`config.mk`:
```
export PLATFORM = sky130hd
export DESIGN_NAME = dfpas_merge
export DESIGN_NICKNAME = d
export VERILOG_FILES = /design/src/sv/decimal_fixed_point_add_sub_macros.svh /design/src/sv/dfpas_pkg.sv /design/src/sv/dfpas_merge.sv
export SDC_FILE = /design/constraint.sdc
export NUM_CORES = 1
export LEC_CHECK = 0
export ABC_AREA = 1
export ABC_CLOCK_PERIOD_IN_PS = 9000
export BUFFER_PORTS_ARGS = -buffer_cell sky130_fd_sc_hd__buf_2
export CAP_MARGIN = 25
export CORE_AREA = 2 2 448 450
export DETAILED_ROUTE_END_ITERATION = 10
export DIE_AREA = 0 0 450 452
export PLACE_DENSITY = 0.33
export SETUP_SLACK_MARGIN = 0.5
export SLEW_MARGIN = 30
export SYNTH_ARGS = -nofsm -noshare
export SYNTH_HDL_FRONTEND = slang
export SYNTH_SLANG_ARGS = --single-unit
```
`constraint.sdc`:
```
create_clock -name clk -period 9 [get_ports clk]
set_input_delay 1.8 -clock clk [delete_from_list [all_inputs] [get_ports clk]]
set_output_delay 1.8 -clock clk [all_outputs]
set_load 0.01 [all_outputs]
```
`src/sv/decimal_fixed_point_add_sub_macros.svh`:
```
// Assertion macros for the decimal fixed-point adder/subtractor.
`ifndef DECIMAL_FIXED_POINT_ADD_SUB_MACROS_SVH
`define DECIMAL_FIXED_POINT_ADD_SUB_MACROS_SVH

`ifndef SYNTHESIS

// Same-cycle implication, disabled while in reset.
`define DFPAS_ASSERT_IMPL(label, clk, rst, ante, cons, msg) \
  label: assert property (@(posedge clk) disable iff (rst) (ante) |-> (cons)) \
    else $error(msg);

// Next-cycle implication, disabled while in reset.
`define DFPAS_ASSERT_NEXT(label, clk, rst, ante, cons, msg) \
  label: assert property (@(posedge clk) disable iff (rst) (ante) |=> (cons)) \
    else $error(msg);

`else

`define DFPAS_ASSERT_IMPL(label, clk, rst, ante, cons, msg)
`define DFPAS_ASSERT_NEXT(label, clk, rst, ante, cons, msg)

`endif

`endif

```
`src/sv/dfpas_pkg.sv`:
```
// Types and constants shared by the decimal fixed-point adder/subtractor.
`default_nettype none

package dfpas_pkg;

  localparam int NUM_LIMBS = 4;
  localparam int LIMB_W    = 30;
  localparam int FLAG_W    = 3;
  localparam int SUM_W     = LIMB_W + 3;  // limb sum, signed after base offset
  localparam int DIF_W     = LIMB_W + 1;  // signed limb difference
  localparam int DIFB_W    = LIMB_W + 2;  // signed difference plus base

  localparam logic [LIMB_W-1:0] LIMB_BASE = 30'd1000000000;

  localparam logic [FLAG_W-1:0] FLAG_NEG = 3'd1;
  localparam logic [FLAG_W-1:0] FLAG_INF = 3'd2;
  localparam logic [FLAG_W-1:0] FLAG_NAN = 3'd4;

  // Operation codes carried in the kind field.
  localparam logic KIND_ADD = 1'b0;
  localparam logic KIND_SUB = 1'b1;

  localparam logic [1:0] MODE_PASS = 2'd0;
  localparam logic [1:0] MODE_ADD  = 2'd1;
  localparam logic [1:0] MODE_SUB  = 2'd2;

  typedef logic [LIMB_W-1:0] limb_t;
  // Index 0 is the most significant limb.
  typedef limb_t [0:NUM_LIMBS-1] limbs_t;

  typedef struct packed {
    logic              kind;
    logic [FLAG_W-1:0] a_flags;
    limb_t             a_limb_int_hi;
    limb_t             a_limb_int_lo;
    limb_t             a_limb_frac_hi;
    limb_t             a_limb_frac_lo;
    logic [FLAG_W-1:0] b_flags;
    limb_t             b_limb_int_hi;
    limb_t             b_limb_int_lo;
    limb_t             b_limb_frac_hi;
    limb_t             b_limb_frac_lo;
  } req_t;

  typedef struct packed {
    logic [FLAG_W-1:0] sum_flags;
    limb_t             sum_limb_int_hi;
    limb_t             sum_limb_int_lo;
    limb_t             sum_limb_frac_hi;
    limb_t             sum_limb_frac_lo;
  } rsp_t;

  typedef struct packed {
    logic [1:0]        mode;
    logic              neg;
    logic [FLAG_W-1:0] flags;
    limbs_t            limbs;
  } ctrl_t;

  // Candidate results of one lane for every possible carry or borrow in.
  typedef struct packed {
    limb_t [2:0]      add_d;
    logic  [2:0][1:0] add_c;
    limb_t [1:0]      xy_d;
    logic  [1:0]      xy_b;
    limb_t [1:0]      yx_d;
    logic  [1:0]      yx_b;
    logic             eq;
    logic             lt;
  } lane_res_t;

  typedef lane_res_t [0:NUM_LIMBS-1] lane_vec_t;

endpackage

`default_nettype wire

```
`src/sv/dfpas_merge.sv`:
```
// Merge stage: resolve carries and borrows across lanes and form the result.
`default_nettype none

module dfpas_merge import dfpas_pkg::*; (
  input  logic      clk,
  input  logic      en,
  input  ctrl_t     ctrl,
  input  lane_vec_t lanes,
  output rsp_t      rsp
);

  rsp_t rsp_next;

  always_comb begin
    logic [1:0]        c;
    logic              bw, found, swap;
    limbs_t            ad, sd, r;
    logic [FLAG_W-1:0] f;
    // Ripple the carry select from the least significant lane up.
    c  = 2'd0;
    ad = '0;
    for (int i = NUM_LIMBS - 1; i >= 0; i--) begin
      case (c)
        2'd2: begin
          ad[i] = lanes[i].add_d[2];
          c     = lanes[i].add_c[2];
        end
        2'd1: begin
          ad[i] = lanes[i].add_d[1];
          c     = lanes[i].add_c[1];
        end
        default: begin
          ad[i] = lanes[i].add_d[0];
          c     = lanes[i].add_c[0];
        end
      endcase
    end
    // The first differing limb from the top decides which operand is larger.
    found = 1'b0;
    swap  = 1'b0;
    for (int i = 0; i < NUM_LIMBS; i++) begin
      if (!found && !lanes[i].eq) begin
        swap  = lanes[i].lt;
        found = 1'b1;
      end
    end
    bw = 1'b0;
    sd = '0;
    for (int i = NUM_LIMBS - 1; i >= 0; i--) begin
      if (swap) begin
        sd[i] = bw ? lanes[i].yx_d[1] : lanes[i].yx_d[0];
        bw    = bw ? lanes[i].yx_b[1] : lanes[i].yx_b[0];
      end else begin
        sd[i] = bw ? lanes[i].xy_d[1] : lanes[i].xy_d[0];
        bw    = bw ? lanes[i].xy_b[1] : lanes[i].xy_b[0];
      end
    end
    case (ctrl.mode)
      MODE_ADD: begin
        if (c != 2'd0) begin
          r = '0;
          f = ctrl.neg ? (FLAG_INF | FLAG_NEG) : FLAG_INF;
        end else begin
          r = ad;
          f = (ctrl.neg && (ad != '0)) ? FLAG_NEG : '0;
        end
      end
      MODE_SUB: begin
        r = sd;
        f = (swap && (sd != '0)) ? FLAG_NEG : '0;
      end
      default: begin
        r = ctrl.limbs;
        f = ctrl.flags;
      end
    endcase
    rsp_next.sum_flags        = f;
    rsp_next.sum_limb_int_hi  = r[0];
    rsp_next.sum_limb_int_lo  = r[1];
    rsp_next.sum_limb_frac_hi = r[2];
    rsp_next.sum_limb_frac_lo = r[3];
  end

  always_ff @(posedge clk) begin
    if (en) begin
      rsp <= rsp_next;
    end
  end

endmodule

`default_nettype wire

```
Word-level counts from Yosys, hierarchy flattened
Cells that the tools add are included.
Widths: inputs -> output; s select.
Operators by class
  reductions and logical operators: 13
  equality and inequality tests: 8
  muxes and demuxes: 37
Operators by type and width (number)
  $mux 30: 10
  $pmux 120 s2: 1
  $reduce_bool 120->1: 2
  $pmux 30 s2: 3
  $mux 120: 1
  $mux 1: 17
  $pmux 2 s2: 3
  $eq 2x1->1 const B: 4
  $eq 2x2->1 const B: 4
  $pmux 3 s2: 1
  $logic_and 1x1->1: 5
  $logic_not 1->1: 5
  $mux 2: 1
  $reduce_bool 2->1: 1
Storage, ports and cells
  register bits: 123
  input bits: 1016
  output and inout port bits: 123
  word-level logic and storage cells: 63

Depth between registers and ports, before layout
  depth after elaboration: 20
  mapped depth: 26
  mapped depth without buffers: 24

Worst setup path after synthesis
No wires, ideal clock.
  kind: input-to-reg
  start: input lanes[126] (netlist name)
  end: register rsp[49] (netlist name) (data pin)
  arrival time: 5.530 ns
  stages: 20
  path buffers: 5
  data required time: 8.848 ns
  path slack: 3.318 ns
  library setup time: 0.152 ns
  cells stage by stage: inv_1 > ha_1 > clkbuf_1 > a221o_1 > o21ai_0 > inv_1 > ha_1 > clkbuf_1 > a221o_1 > o21ai_0 > inv_1 > ha_1 > inv_1 > clkbuf_1 > a31oi_1 > nor2_1 > clkbuf_1 > clkbuf_1 > a22oi_1 > o21ai_0
RTL lines
  start: declaration: RTL line dfpas_merge.sv:8  | input lane_vec_t lanes,
  end signal: assignment: RTL line dfpas_merge.sv:86  | rsp <= rsp_next;
  end: declaration: RTL line dfpas_merge.sv:9  | output rsp_t rsp

==> results.md <==
- Die width: 450 um
- DRT iter0 DRCs: 1,398
- Total number of vias: 19,180
- CTS sink count: 123
- Antenna viol nets, final: 0
- Critical Path AT: 8.32 ns
- Post-Syn Instances: 1,997
- Fin nets: 3,932
- Number of buffers created by CTS: 17
- GRT Total Usage: 14.81%
- Max Freq: 123.8 MHz
- Crit-path max cell delay: 0.88 ns
- TritonCTS clock tree: yes
- Global route overflow: 0
- P&R area growth vs syn: 69.51%
- Clk buf depth: 2
- Most common cell after layout, fill and taps aside: buf_2
- Final period utilization: 89.76%
- Pins over their slew limit: 0
- Largest family of logic cells by synthesized area: simple AND/OR/NAND/NOR gates
- Final min period: 8.079 ns
- Commonest non-fill, non-tap cells in the layout: buf_2, nand2_1, a21oi_1, nor2_1, o21ai_0
- Final Power: 3.410 mW
- Post-DP HPWL: 137.0 mm
- XOR/XNOR Fraction of Synth Area: 0%
- First-pass GRT wire length: 195.7 mm
- Post-CTS setup repair buffer count: 0
- Slew margin rel.: 31.47%
- Placed Cells: 5,545
- Adder-Cell Fraction of Synth Area: 0.7913%
- Setup crit start kind: primary input
- Clk root buf: clkbuf_16
- Layout fillers: 23,640
- Hold Vio Cnt, Final: 0
- CP startpoint: lanes[126]
- I/O pin total: 1,139
- Antenna violations before repair: 114
- Hold Path Class: in -> reg
- Largest net degree at the start of global routing: 86
- Initial core utilization: 6.368%
- Drc violations: 0
- CP most frequent cell: inv_1
- Rows: 164
- Largest registers: rsp: 123 flops
- Mux share of post-synthesis cell area: 0.3956%
- Max_cap viols: 0
- Share of cells above drive strength 1: 39.68%
- Worst-path clk slew: 0.09 ns
- Register area share after synthesis: 29.20%
- Worst Path Max Fanout: 31
- Post-synth cell types: 37
- Fin cells: 5,597
- Leakage: 9.408 nW
- Max FFs per register: 123
- #FFs+latches synth: 123
- Worst-Margin Slew: 1.028 ns
- # setup viols final: 0
- Simple-gate area share of the yosys netlist: 32.17%
- Post-Syn Area: 12,650 um2
- RD Place Congestion: 0.9163
- Hold path start: ctrl[118]
- Syn Nets: 3,021
- M1 GR Usage: 17.35%
- Core area: 198,600 um2
- Crit-path cells: buf_2, inv_1, ha_1, inv_1, o21ai_0, buf_4, inv_1, ha_2, inv_1, o21ai_0, ha_4, o21ai_0, a31oi_1, buf_4, nor2_4, buf_4, a21oi_1, a21oi_1
- Setup crit end kind: flip-flop
- WL per Instance: 28.12 um
- Worst vdd ir: 0.1537 mV
- Routing usage on met2: 27.24%
- CTS H-tree lvls: 4
- CP delay by family, top: compound AO/OA/AOI/OAI gates
- Vias in the first global route: 18,890
- Warnings from Yosys: 0
- GRT Max-Usage Layer: met2
- RSZ-0062 raised after global routing: false
- Hold WS: 1.545 ns
- M3 GR Usage: 3.994%
- Crit path kind: in -> reg
- Worst Path Required: 9.24 ns
- Drt pass-1 iters: 5
- Vias/cell: 3.426
- Syn avg cell area: 6.334 um2
- Pwr/cell area: 159.0 nW/um2
- Critical Path Slowest Stage Cell: ha_1
- CP bufs+invs: 8
- PortBufs: 1,008
- DIE AREA: 203,400 um2
- WL final: 157.4 mm
- Vert. Die Dim: 452 um
- Status: finished, final reports clean
- Compound-Gate Fraction of Synth Area: 28.23%
- Largest reg by FF count: rsp
-- final timing paths --
path	endpoint	slack [ns]	depth (start not counted)
setup / recovery	rsp[108]	0.92	18
hold / removal	rsp[118]	1.55	3
-- report_power, final --
part	total, mW	switching (mW)	internal, mW
Clock	0.811	0.413	0.397
Sequential	0.758	0.0279	0.730
Combinational	1.84	1.31	0.531
-- per-stage QoR --
step / cell area [um2] / setup TNS (ns) / setup slack (ns) / util (%)
3_3_place_gp: 20750 / -0.2139 / -0.2139 / 10.45
2_1_floorplan: 12650 / 0 / 3.318 / -
4_1_cts: 21390 / 0 / 0.7185 / 10.77
3_5_place_dp: 20780 / -0.1936 / -0.1936 / 10.46
5_1_grt: 21410 / 0 / 0.4995 / 10.78
6_report: 21440 / 0 / 0.9213 / 10.79
-- layout make-up --
class                   count  area, um2  area share (%)
clock buffers              17      425.4           1.984
repair buffers           1052       5409           25.23
diodes                     20      50.05          0.2334
inverters                 129      489.2           2.282
clock inverters            15      173.9          0.8111
well taps                2656       3323           15.50
flip-flops and latches    123       3694           17.23
multi-input cells        1585       7878           36.74
-- synth_stat cells, drive strengths merged --
master | n | area share (%)
mux2i | 5 | 0.40
o211ai | 4 | 0.24
o21ai | 177 | 7.0
o2bb2ai | 11 | 0.76
a21o | 15 | 0.89
o22ai | 40 | 2.0
clkbuf | 107 | 3.2
nand3b | 15 | 0.89
a31oi | 2 | 0.099
and3 | 1 | 0.049
a221o | 22 | 1.7
nor4 | 20 | 0.99
nor3 | 6 | 0.24
nand4 | 17 | 0.84
a21oi | 322 | 13
edfxtp | 123 | 29
a22o | 5 | 0.35
a21boi | 4 | 0.24
nand2 | 434 | 13
a22oi | 37 | 2.2
inv | 129 | 3.8
nor2 | 205 | 6.1
buf | 53 | 2.2
nand3 | 172 | 6.9
or2 | 63 | 3.1
ha | 8 | 0.79
-- tightest hold or removal path: cells and delay by family --
family | cells | cell delay (ns)
and+or+nand+nor | 1 | 0.04
AOI/OAI and AO/OA | 1 | 0.06
buffers and inverters | 1 | 0.08
-- layer usage --
metal	share of wire, %	wire, um
met4	1.9	2978
met1	40	63710
met2	51	80630
met3	6.3	9879
met5	0.13	199
-- cell families (layout without fill, tap and decap cells) --
family | Yosys count | count (layout)
AO/OA/AOI/OAI | 639 | 639
adder cells (fa/ha/maj) | 8 | 8
other | 0 | 20
buffers and inverters | 289 | 1213
AND/OR/NAND/NOR | 933 | 933
flip-flops | 123 | 123
multiplexers | 5 | 5
-- what timing repair did --
item	CTS	global route
endpoints found under the setup margin	1	0
resized for setup	1	0
hold buffers	0	0
endpoints found under the hold margin	0	0
Power figures use the tool's default switching activity.
