===== src/sv/decimal_fixed_point_add_sub_macros.svh =====
// Assertion macros for the decimal fixed-point adder/subtractor.
`ifndef DECIMAL_FIXED_POINT_ADD_SUB_MACROS_SVH
`define DECIMAL_FIXED_POINT_ADD_SUB_MACROS_SVH

`ifndef SYNTHESIS

// Same-cycle implication, disabled while in reset.
`define DFPAS_ASSERT_IMPL(label, clk, rst, ante, cons, msg) \
  label: assert property (@(posedge clk) disable iff (rst) (ante) |-> (cons)) \
    else $error(msg);

// Next-cycle implication, disabled while in reset.
`define DFPAS_ASSERT_NEXT(label, clk, rst, ante, cons, msg) \
  label: assert property (@(posedge clk) disable iff (rst) (ante) |=> (cons)) \
    else $error(msg);

`else

`define DFPAS_ASSERT_IMPL(label, clk, rst, ante, cons, msg)
`define DFPAS_ASSERT_NEXT(label, clk, rst, ante, cons, msg)

`endif

`endif


===== src/sv/dfpas_pkg.sv =====
// Types and constants shared by the decimal fixed-point adder/subtractor.
`default_nettype none

package dfpas_pkg;

  localparam int NUM_LIMBS = 4;
  localparam int LIMB_W    = 30;
  localparam int FLAG_W    = 3;
  localparam int SUM_W     = LIMB_W + 3;  // limb sum, signed after base offset
  localparam int DIF_W     = LIMB_W + 1;  // signed limb difference
  localparam int DIFB_W    = LIMB_W + 2;  // signed difference plus base

  localparam logic [LIMB_W-1:0] LIMB_BASE = 30'd1000000000;

  localparam logic [FLAG_W-1:0] FLAG_NEG = 3'd1;
  localparam logic [FLAG_W-1:0] FLAG_INF = 3'd2;
  localparam logic [FLAG_W-1:0] FLAG_NAN = 3'd4;

  // Operation codes carried in the kind field.
  localparam logic KIND_ADD = 1'b0;
  localparam logic KIND_SUB = 1'b1;

  localparam logic [1:0] MODE_PASS = 2'd0;
  localparam logic [1:0] MODE_ADD  = 2'd1;
  localparam logic [1:0] MODE_SUB  = 2'd2;

  typedef logic [LIMB_W-1:0] limb_t;
  // Index 0 is the most significant limb.
  typedef limb_t [0:NUM_LIMBS-1] limbs_t;

  typedef struct packed {
    logic              kind;
    logic [FLAG_W-1:0] a_flags;
    limb_t             a_limb_int_hi;
    limb_t             a_limb_int_lo;
    limb_t             a_limb_frac_hi;
    limb_t             a_limb_frac_lo;
    logic [FLAG_W-1:0] b_flags;
    limb_t             b_limb_int_hi;
    limb_t             b_limb_int_lo;
    limb_t             b_limb_frac_hi;
    limb_t             b_limb_frac_lo;
  } req_t;

  typedef struct packed {
    logic [FLAG_W-1:0] sum_flags;
    limb_t             sum_limb_int_hi;
    limb_t             sum_limb_int_lo;
    limb_t             sum_limb_frac_hi;
    limb_t             sum_limb_frac_lo;
  } rsp_t;

  typedef struct packed {
    logic [1:0]        mode;
    logic              neg;
    logic [FLAG_W-1:0] flags;
    limbs_t            limbs;
  } ctrl_t;

  // Candidate results of one lane for every possible carry or borrow in.
  typedef struct packed {
    limb_t [2:0]      add_d;
    logic  [2:0][1:0] add_c;
    limb_t [1:0]      xy_d;
    logic  [1:0]      xy_b;
    limb_t [1:0]      yx_d;
    logic  [1:0]      yx_b;
    logic             eq;
    logic             lt;
  } lane_res_t;

  typedef lane_res_t [0:NUM_LIMBS-1] lane_vec_t;

endpackage

`default_nettype wire


===== src/sv/dfpas_lane.sv =====
// One limb lane: sums, differences and carry-select candidates over two stages.
`default_nettype none

module dfpas_lane import dfpas_pkg::*; (
  input  logic      clk,
  input  logic      en1,
  input  logic      en2,
  input  limb_t     x,
  input  limb_t     y,
  output lane_res_t res
);

  localparam logic [SUM_W-1:0]  BASE_S  = SUM_W'(LIMB_BASE);
  localparam logic [SUM_W-1:0]  BASE2_S = BASE_S + BASE_S;
  localparam logic [DIFB_W-1:0] BASE_D  = DIFB_W'(LIMB_BASE);

  logic [SUM_W-1:0]  s_cmb;
  logic [DIF_W-1:0]  dxy_cmb, dyx_cmb;
  logic [SUM_W-1:0]  s0, s1, s2;
  logic [DIF_W-1:0]  dxy, dyx;
  logic [DIFB_W-1:0] dxyb, dyxb;
  logic              eq1, lt1;
  lane_res_t         res_next;

  assign s_cmb   = SUM_W'(x) + SUM_W'(y);
  assign dxy_cmb = DIF_W'(x) - DIF_W'(y);
  assign dyx_cmb = DIF_W'(y) - DIF_W'(x);

  always_ff @(posedge clk) begin
    if (en1) begin
      s0   <= s_cmb;
      s1   <= s_cmb - BASE_S;
      s2   <= s_cmb - BASE2_S;
      dxy  <= dxy_cmb;
      dyx  <= dyx_cmb;
      dxyb <= {dxy_cmb[DIF_W-1], dxy_cmb} + BASE_D;
      dyxb <= {dyx_cmb[DIF_W-1], dyx_cmb} + BASE_D;
      eq1  <= (x == y);
      lt1  <= (x < y);
    end
  end

  // Reduce the sum for carry in 0, 1, 2 and the differences for borrow 0, 1.
  always_comb begin
    logic [SUM_W-1:0]  u0, u1, u2;
    logic [DIF_W-1:0]  v;
    logic [DIFB_W-1:0] w;
    res_next = '0;
    for (int k = 0; k < 3; k++) begin
      u0 = s0 + SUM_W'(k);
      u1 = s1 + SUM_W'(k);
      u2 = s2 + SUM_W'(k);
      if (!u2[SUM_W-1]) begin
        res_next.add_d[k] = u2[LIMB_W-1:0];
        res_next.add_c[k] = 2'd2;
      end else if (!u1[SUM_W-1]) begin
        res_next.add_d[k] = u1[LIMB_W-1:0];
        res_next.add_c[k] = 2'd1;
      end else begin
        res_next.add_d[k] = u0[LIMB_W-1:0];
        res_next.add_c[k] = 2'd0;
      end
    end
    for (int k = 0; k < 2; k++) begin
      v = dxy - DIF_W'(k);
      w = dxyb - DIFB_W'(k);
      res_next.xy_d[k] = v[DIF_W-1] ? w[LIMB_W-1:0] : v[LIMB_W-1:0];
      res_next.xy_b[k] = v[DIF_W-1];
      v = dyx - DIF_W'(k);
      w = dyxb - DIFB_W'(k);
      res_next.yx_d[k] = v[DIF_W-1] ? w[LIMB_W-1:0] : v[LIMB_W-1:0];
      res_next.yx_b[k] = v[DIF_W-1];
    end
    res_next.eq = eq1;
    res_next.lt = lt1;
  end

  always_ff @(posedge clk) begin
    if (en2) begin
      res <= res_next;
    end
  end

endmodule

`default_nettype wire


===== config.mk =====
export PLATFORM = sky130hd
export DESIGN_NAME = dfpas_lane
export DESIGN_NICKNAME = d
export VERILOG_FILES = /design/src/sv/decimal_fixed_point_add_sub_macros.svh /design/src/sv/dfpas_pkg.sv /design/src/sv/dfpas_lane.sv
export SDC_FILE = /design/constraint.sdc
export NUM_CORES = 1
export LEC_CHECK = 0
export BUFFER_PORTS_ARGS = -buffer_cell sky130_fd_sc_hd__buf_2
export CAP_MARGIN = 25
export CORE_ASPECT_RATIO = 1.1
export CORE_MARGIN = 1.5
export CORE_UTILIZATION = 54
export DETAILED_ROUTE_END_ITERATION = 7
export PLACE_DENSITY = 0.87
export SLEW_MARGIN = 5
export SYNTH_ARGS = -nofsm -noshare
export SYNTH_HDL_FRONTEND = slang
export SYNTH_SLANG_ARGS = --single-unit
export TNS_END_PERCENT = 50

===== constraint.sdc =====
create_clock -name clk -period 3.53 [get_ports clk]
set_input_delay 0.1765 -clock clk [delete_from_list [all_inputs] [get_ports clk]]
set_output_delay 0.1765 -clock clk [all_outputs]
set_load 0.01 [all_outputs]

== Yosys cells after proc, flatten, opt, wreduce, memory -nomap -nowiden ==
Cells that the tools add are included.
Word-level totals
  register bits after elaboration: 442
Operators by class
  add/sub/neg operators: 17
  $lt $le $gt $ge: 1
  equality and inequality tests: 1
  muxes and demuxes: 13
Operators with widths (number)
  $mux 30: 10
  $add 33x1->33 const B: 2
  $add 33x2->33 const B: 2
  $sub 30x30->31: 2
  $sub 31x1->31 const B: 2
  $add 30x28->30 const B: 2
  $sub 30x1->30 const B: 2
  $sub 31x30->32 const B: 1
  $sub 31x31->32 const B: 1
  $add 30x30->31: 1
  $add 30x1->30 const B: 1
  $add 30x2->30 const B: 1
  $eq 30x30->1: 1
  $lt 30x30->1: 1
  $mux 1: 3

== Longest topological paths before layout ==
Gate-level depths: netlist of the first run.
  depth in word-level cells: 3
  gate-level depth with buffers: 17
  depth with buffers taken out: 15

== Worst setup path after synthesis of the first run ==
Ideal clock, no wire load.
  kind: input-to-reg
  start: input port y[0]
  end: register dyxb[29] (data pin)
  data arrival time: 3386 ps
  setup slack: -119 ps
  stages: 15
  buffers on the path: 0
  path through: inv_1 -> ha_1 -> fa_1 -> nand2b_1 -> a2111oi_2 -> nor2_1 -> o311a_1 -> ha_1 -> nor2b_1 -> mux2i_1 -> a311o_1 -> a2111o_1 -> a21oi_2 -> nor3b_2 -> xor2_1
Between the ends
  word-level cells in the longest chain between the ends: 2
RTL lines
  start, declared: RTL line dfpas_lane.sv:9  | input limb_t y,
  $sub 30x30->31: RTL line dfpas_lane.sv:27  | assign dyx_cmb = DIF_W'(y) - DIF_W'(x);
  net dyx_cmb[10]: RTL line dfpas_lane.sv:18  | logic [DIF_W-1:0] dxy_cmb, dyx_cmb;
  $add 30x28->30: RTL line dfpas_lane.sv:37  | dyxb <= {dyx_cmb[DIF_W-1], dyx_cmb} + BASE_D;
  end signal, assigned: RTL line dfpas_lane.sv:37
  end, declared: RTL line dfpas_lane.sv:21  | logic [DIFB_W-1:0] dxyb, dyxb;
The timed path passes the listed nets, and every way through them passes these cells.
A chain may end at the register's enable or synchronous reset.

==> run metrics, run 1 <==
most frequent cell after synthesis=edfxtp_1; yosys synthesis warning count=0; Post-DP HPWL=between 60000 and 70000 um; worst path buffer plus inverter count=2; share of synthesized registers carrying an async set or reset=0%; Post-CTS Setup Inserts=0; gr usage total=between 30% and 40%; Final ANT Viol Nets=0; first-pass GRT wire length=roughly 120000 um; Synth Area in Adders=5.21%; status=finished clean; Die Ht=between 200 and 250 um; Fin Hold WS=around 0.089 ns; critical path's largest stage delay=roughly 0.47 ns; nets=roughly 3300; CP arrival=between 3 and 4 ns; Pwr Total=around 17 mW; slowest cell on the critical path=or3b_4; Internal Pwr Total=between 10 and 15 mW; CP startpoint kind=flop; WL/cell=21.4 um; Pleak=approximately 13 nW; Slew Limit Fails=0; CP endpoint kind=flop; Top Ports=about 290; Final WS setup=roughly 0.10 ns; Post-Synth XOR/XNOR Area=between 10% and 20%; unique cell type count in the Yosys netlist=97; Post-Syn Area=approximately 26000 um2; chip width=around 210 um; Compound-Gate Fraction of Synth Area=13.5%; Initial Util=55.0%; critical path class=flop to flop; port bufs=roughly 280; pre-CTS setup slack=-0.361 ns; most used cell, CP=buf_4; Primary FF master, synth=edfxtp_1; share of post-route cells with drive strength above 1=27.6%; placed cell count=roughly 3700; Clock Power Share=about a quarter; vias in the first global route=between 20000 and 25000; Max clock buf depth=3; RSZ-0062 raised after global routing=true; PD cells=roughly 530 nW/um2; largest net degree at the start of global routing=86; Psw=between 5 and 6 mW; synth cell count leaders=edfxtp_1 (401), nor2_1 (231), xnor2_1 (218); Final Hold Viols=0; delay-heaviest family, CP=simple AND/OR/NAND/NOR gates; maxcap violations=0; clock sinks=about 400; main combinational cell family by area after synthesis=simple AND/OR/NAND/NOR gates; Peak supply drop=roughly 0.44 mV; GR Overflow Total=0; DRT Wirelength=81300 um; Syn Inst Count=between 2000 and 3000; top cells by area, synth=edfxtp_1 (47%), xnor2_1 (7.4%), ha_1 (5.0%); WP data required=just under 4 ns; Die ar.=49300 um2; Reg clk slew, reported paths=~0.06 ns; worst hold-check path type=input port to flop; Initial DRC Count=1859; Clock Skew=between 0.015 and 0.02 ns; minimum clock period=between 3 and 4 ns; CTS root buf=clkbuf_16; FF+latch count, synth=approximately 400; Final setup viols=0; multiplexer area fraction after synthesis=3.35%; syn nets=2709; # rows=slightly above 80; Final Util=68.0%; drt pass-1 iters=7; register area share after synthesis=a little under half; worst-margin pin slew=about 0.85 ns; CTS Buf Count=just over 40; fin cells=~3800; placement-stage cell area=30600 um2; synthesis-to-finish area growth=23.5%; Fmax achieved=about 290 MHz; Vias per Instance=5.87; Rel. slew slack=between 40% and 50%; sequential share of power=a little over two fifths; clock latency on the worst-skew pair=~0.58 ns; final setup TNS=0 ns; H-Tree Depth=2; routability cong.=just over 1; switching share of total power=between 30% and 40%; mean cell area of the mapped netlist=just over 10 um2; routed via count=22306; crit-path cells=or3_1, or3b_4, nor4_1, buf_4, nand4_1, nor3_1, xnor2_2, buf_4, nor2_1, a21oi_1; Yosys top cell by area=edfxtp_1; core area=about 47000 um2; Post-synth EDFFs=~400; Synth top area share=~47%; CTS tree=built; initial antenna violation count=5; Crit Path Max Fanout=19; fin crit share=97.0%; Synth Area in Simple Gates=between 10% and 20%; Finished Cell Area=32000 um2; Comb power frac=a little under a third; # DRC=0
==> tightest hold or removal path: cells and delay by family <==
family	cells	cell delay [ns]
buffers and inverters	1	0.10
AND/OR/NAND/NOR	1	0.05
adder cells (fa/ha/maj)	1	0.17
==> logic make-up after synthesis <==
kind of cell	Yosys count
AOI/OAI and AO/OA	532
xor gates and xnor gates	349
adders and majority gates	106
buffers and inverters	289
DFF	401
muxes	79
and+or+nand+nor	784
==> timing repair <==
action                     4_1_cts  5_1_grt
setup endpoints to repair        0       28
gates resized for setup          0        3
hold buffers                     0        0
==> placed cells by master (no fill, tap or decap), types with 13 or more instances in the layout <==
cell type  netlist  layout
edfxtp_1       401     401
buf_4            3     397
buf_2           20     282
nor2_1         231     230
xnor2_1        218     216
nand2_1        185     185
a21oi_1        183     183
inv_1          132     132
xor2_1         125     125
ha_1           103     102
o21ai_0         86      86
nor3_1          73      73
nand3_1         65      65
nand4_1         42      42
mux2_2          42      42
a211oi_1        42      41
clkbuf_16        0      41
nor4_1          39      38
mux2i_1         35      35
a21o_1          25      25
or3_1           25      25
o21ai_1         24      21
o211ai_1        19      19
and3_1          19      19
nor2b_1         17      17
or4_1           17      17
o21bai_1        17      17
nand2b_1        15      14
o21a_1          14      14
a31oi_1         14      14
o31ai_1         13      13
==> power by group through the flow <==
stage               Clock, mW  Combinational, mW  Sequential [mW]
finish                   4.22               5.45             7.42
global route             4.46               5.89             7.50
CTS                      4.28               5.39             7.39
detailed placement          0               5.35             7.47
global placement            0               5.22             7.43
floorplan                   0               3.06             7.27
==> state kept, by name (all words and copies together) (netlist names) <==
name / cells
dyx: 30
eq1: 1
s1: 23
lt1: 1
dyxb: 21
s0: 30
s2: 22
dxy: 30
dxyb: 21
res: 222
==> final cells by class <==
cell class / instances / area (um2)
inverter: 145 / 544
timing repair buffer: 686 / 4520
tap: 637 / 797
sequential: 401 / 12000
clock inverter: 24 / 230
multi-input combinational: 1850 / 12800
clock buffer: 52 / 1070
fill: 3523 / 15100
antenna: 6 / 15.0
==> final timing paths <==
kind / to / depth (start not counted) / start / slack (ns)
setup reg to reg: res[114] / 10 / dxy[4] / 0.10
hold reg to reg: res[0] / 0 / lt1 / 0.43
setup / recovery: res[114] / 10 / dxy[4] / 0.10
hold / removal: dxy[30] / 3 / x[29] / 0.09
==> per-layer routing <==
layer,GRT usage (%),routed length [um],vias up
li1,-,-,10339
met1,40.0,31000,10635
met2,56.7,39600,1082
met3,4.76,5610,250
met4,18.3,5100,0
met5,0,0,-
Note: power is estimated with default switching activity, not from simulation.
==> run 2, diff against run 1 <==
--- a/config.mk
+++ b/config.mk
@@ -7,7 +7,7 @@
 export LEC_CHECK = 0
 export BUFFER_PORTS_ARGS = -buffer_cell sky130_fd_sc_hd__buf_2
 export CAP_MARGIN = 25
-export CORE_ASPECT_RATIO = 1.1
+export CORE_ASPECT_RATIO = 0.7
 export CORE_MARGIN = 1.5
 export CORE_UTILIZATION = 54
 export DETAILED_ROUTE_END_ITERATION = 7
==> run 2 against run 1 <==
Against the previous run:
- largest power group unchanged
- non-clock buffer count is 33 higher
- final cell count is essentially flat
- clock skew grew 0.0099 ns
- via count is 3.3% higher
- setup slack improved by 0.0024 ns
==> run metrics, run 2 (synthesized netlist as in run 1, its figures left out) <==
hold buffer count at cts=0; Post-CTS Setup Inserts=0; Rel. slew slack=between 30% and 40%; Vias per Instance=between 6 and 7; crit-path cells=or3_1, or3b_4, nor4_1, buf_4, nand4_1, nor3_1, xnor2_2, buf_4, o21ai_0; Pwr Total=~18 mW; Final Hold Viols=0; initial antenna violation count=7; Clock Skew=between 0.02 and 0.03 ns; Final setup viols=0; critical path class=flop to flop; Peak supply drop=0.381 mV; status=finished clean; fin crit share=a little over nine tenths; Die Ht=186 um; Psw=5.97 mW; WL/cell=22.7 um; Top Ports=about 290; switching share of total power=about a third; Fmax achieved=around 290 MHz; Slew Limit Fails=0; RSZ-0062 raised after global routing=true; worst reg-to-reg path cell count=9; # rows=66; Initial Util=55.2%; Reg clk slew, reported paths=0.07 ns; Pleak=~13 nW; drt pass-1 iters=6; Clock Power Share=around 25%; Comb power frac=between 30% and 40%; placement-stage cell area=between 30000 and 40000 um2; slowest cell on the critical path=edfxtp_1; Max clock buf depth=3; minimum clock period=3.42 ns; Resize count post-CTS=0; Largest Register=res; R2R Path Start=dxy[3]; Die ar.=about 49000 um2; commonest non-fill, non-tap cell in the layout=buf_4; vias in the first global route=about 22000; Crit Path Max Fanout=18; Final ANT Viol Nets=0; core area=roughly 47000 um2; # DRC=0; CTS Buf Count=40; chip width=~260 um; clock latency on the worst-skew pair=between 0.5 and 0.6 ns; PD cells=approximately 540 nW/um2; port bufs=between 200 and 300; clock sinks=approximately 400; routed via count=between 20000 and 25000; GR Overflow Total=0; synthesis-to-finish area growth=24.7%; gr usage total=34.3%; most used cell, CP=buf_4; H-Tree Depth=2; worst hold-check path type=input port to flop; nets=3326; worst r2r dst=res[123]; CTS root buf=clkbuf_16; routability cong.=between 0.9 and 1; Initial DRC Count=2802; Crit. Startpoint=dxy[3]; Finished Cell Area=roughly 32000 um2; maxcap violations=0; CP startpoint kind=flop; critical path's largest stage delay=~0.45 ns; Post-DP HPWL=around 67000 um; CP endpoint kind=flop; WP data required=approximately 3.8 ns; most frequent cells in the layout=buf_4 (427), edfxtp_1 (401), buf_2 (282); largest net degree at the start of global routing=180; CP arrival=around 3.7 ns; max reg flops=roughly 220; sequential share of power=between 40% and 50%; share of post-route cells with drive strength above 1=28.6%; Internal Pwr Total=11.6 mW; reg2reg setup slack=~0.11 ns; crit path capture=res[123]; first-pass GRT wire length=between 100000 and 150000 um; worst-margin pin slew=1.05 ns; DRT Wirelength=between 80000 and 90000 um; CTS tree=built
## run 2: changes by cell type in the layout (fill, tap and decap cells not counted), sizes merged
cell | before | now
clkinv | 20 | 15
inv | 143 | 144
clkbuf | 53 | 46
bufinv | 3 | 6
diode | 6 | 4
clkinvlp | 3 | 2
buf | 685 | 719
## run 2: how the worst min path moves through the flow
stage	start	end	slack, ns	cells past startpoint
5_1_grt	y[29]	dyx[30]	0.07	3
2_1_floorplan	en1	dxy[10]	0.29	0
3_5_place_dp	eq1	res[1]	0.41	0
3_3_place_gp	eq1	res[1]	0.41	0
6_report	y[29]	dyx[30]	0.06	3
4_1_cts	y[29]	dyx[30]	0.04	3
## run 2: area by class of cell
class,instances,area [um2]
inverter,145,544
sequential,401,12000
clock inverter,22,282
timing repair buffer,719,4790
multi-input combinational,1850,12800
tap,612,766
fill,3524,14600
antenna,4,10.0
clock buffer,46,1040
## run 2: power groups by stage
stage	Combinational [mW]	Sequential [mW]	Clock (mW)
detailed placement	5.57	7.45	0
floorplan	3.06	7.27	0
global route	6.12	7.47	4.67
global placement	5.43	7.38	0
finish	5.73	7.40	4.45
CTS	5.62	7.36	4.49
## run 2: routing by layer
metal	global-route usage [%]	up-vias	wire length, um
li1	-	10405	-
met1	48.5	11158	37100
met2	53.3	1280	37500
met3	7.32	192	9190
met4	10.5	4	2420
met5	0	-	20
## run 2: worst max-delay path, delay by kind of cell (launching register included)
kind                   cells  cell delay, ns
AND/OR/NAND/NOR            5            1.70
buffers and inverters      2            0.54
flip-flops                 1            0.45
XOR/XNOR                   1            0.34
AO/OA/AOI/OAI              1            0.14
## run 2: metrics by stage
step | instances | setup TNS, ns | util (%) | hold slack [ns] | worst slack, ns
after floorplan | 2540 | 0 | - | 0.289 | 0.0153
after global placement | 3727 | -5.07 | 65.9 | 0.413 | -0.362
after detailed placement | 3727 | -8.49 | 65.9 | 0.412 | -0.400
after CTS | 3795 | 0 | 68.7 | 0.0355 | 0.0359
after global routing | 3796 | -0.664 | 68.8 | 0.0660 | -0.107
final | 3799 | 0 | 68.8 | 0.0586 | 0.107
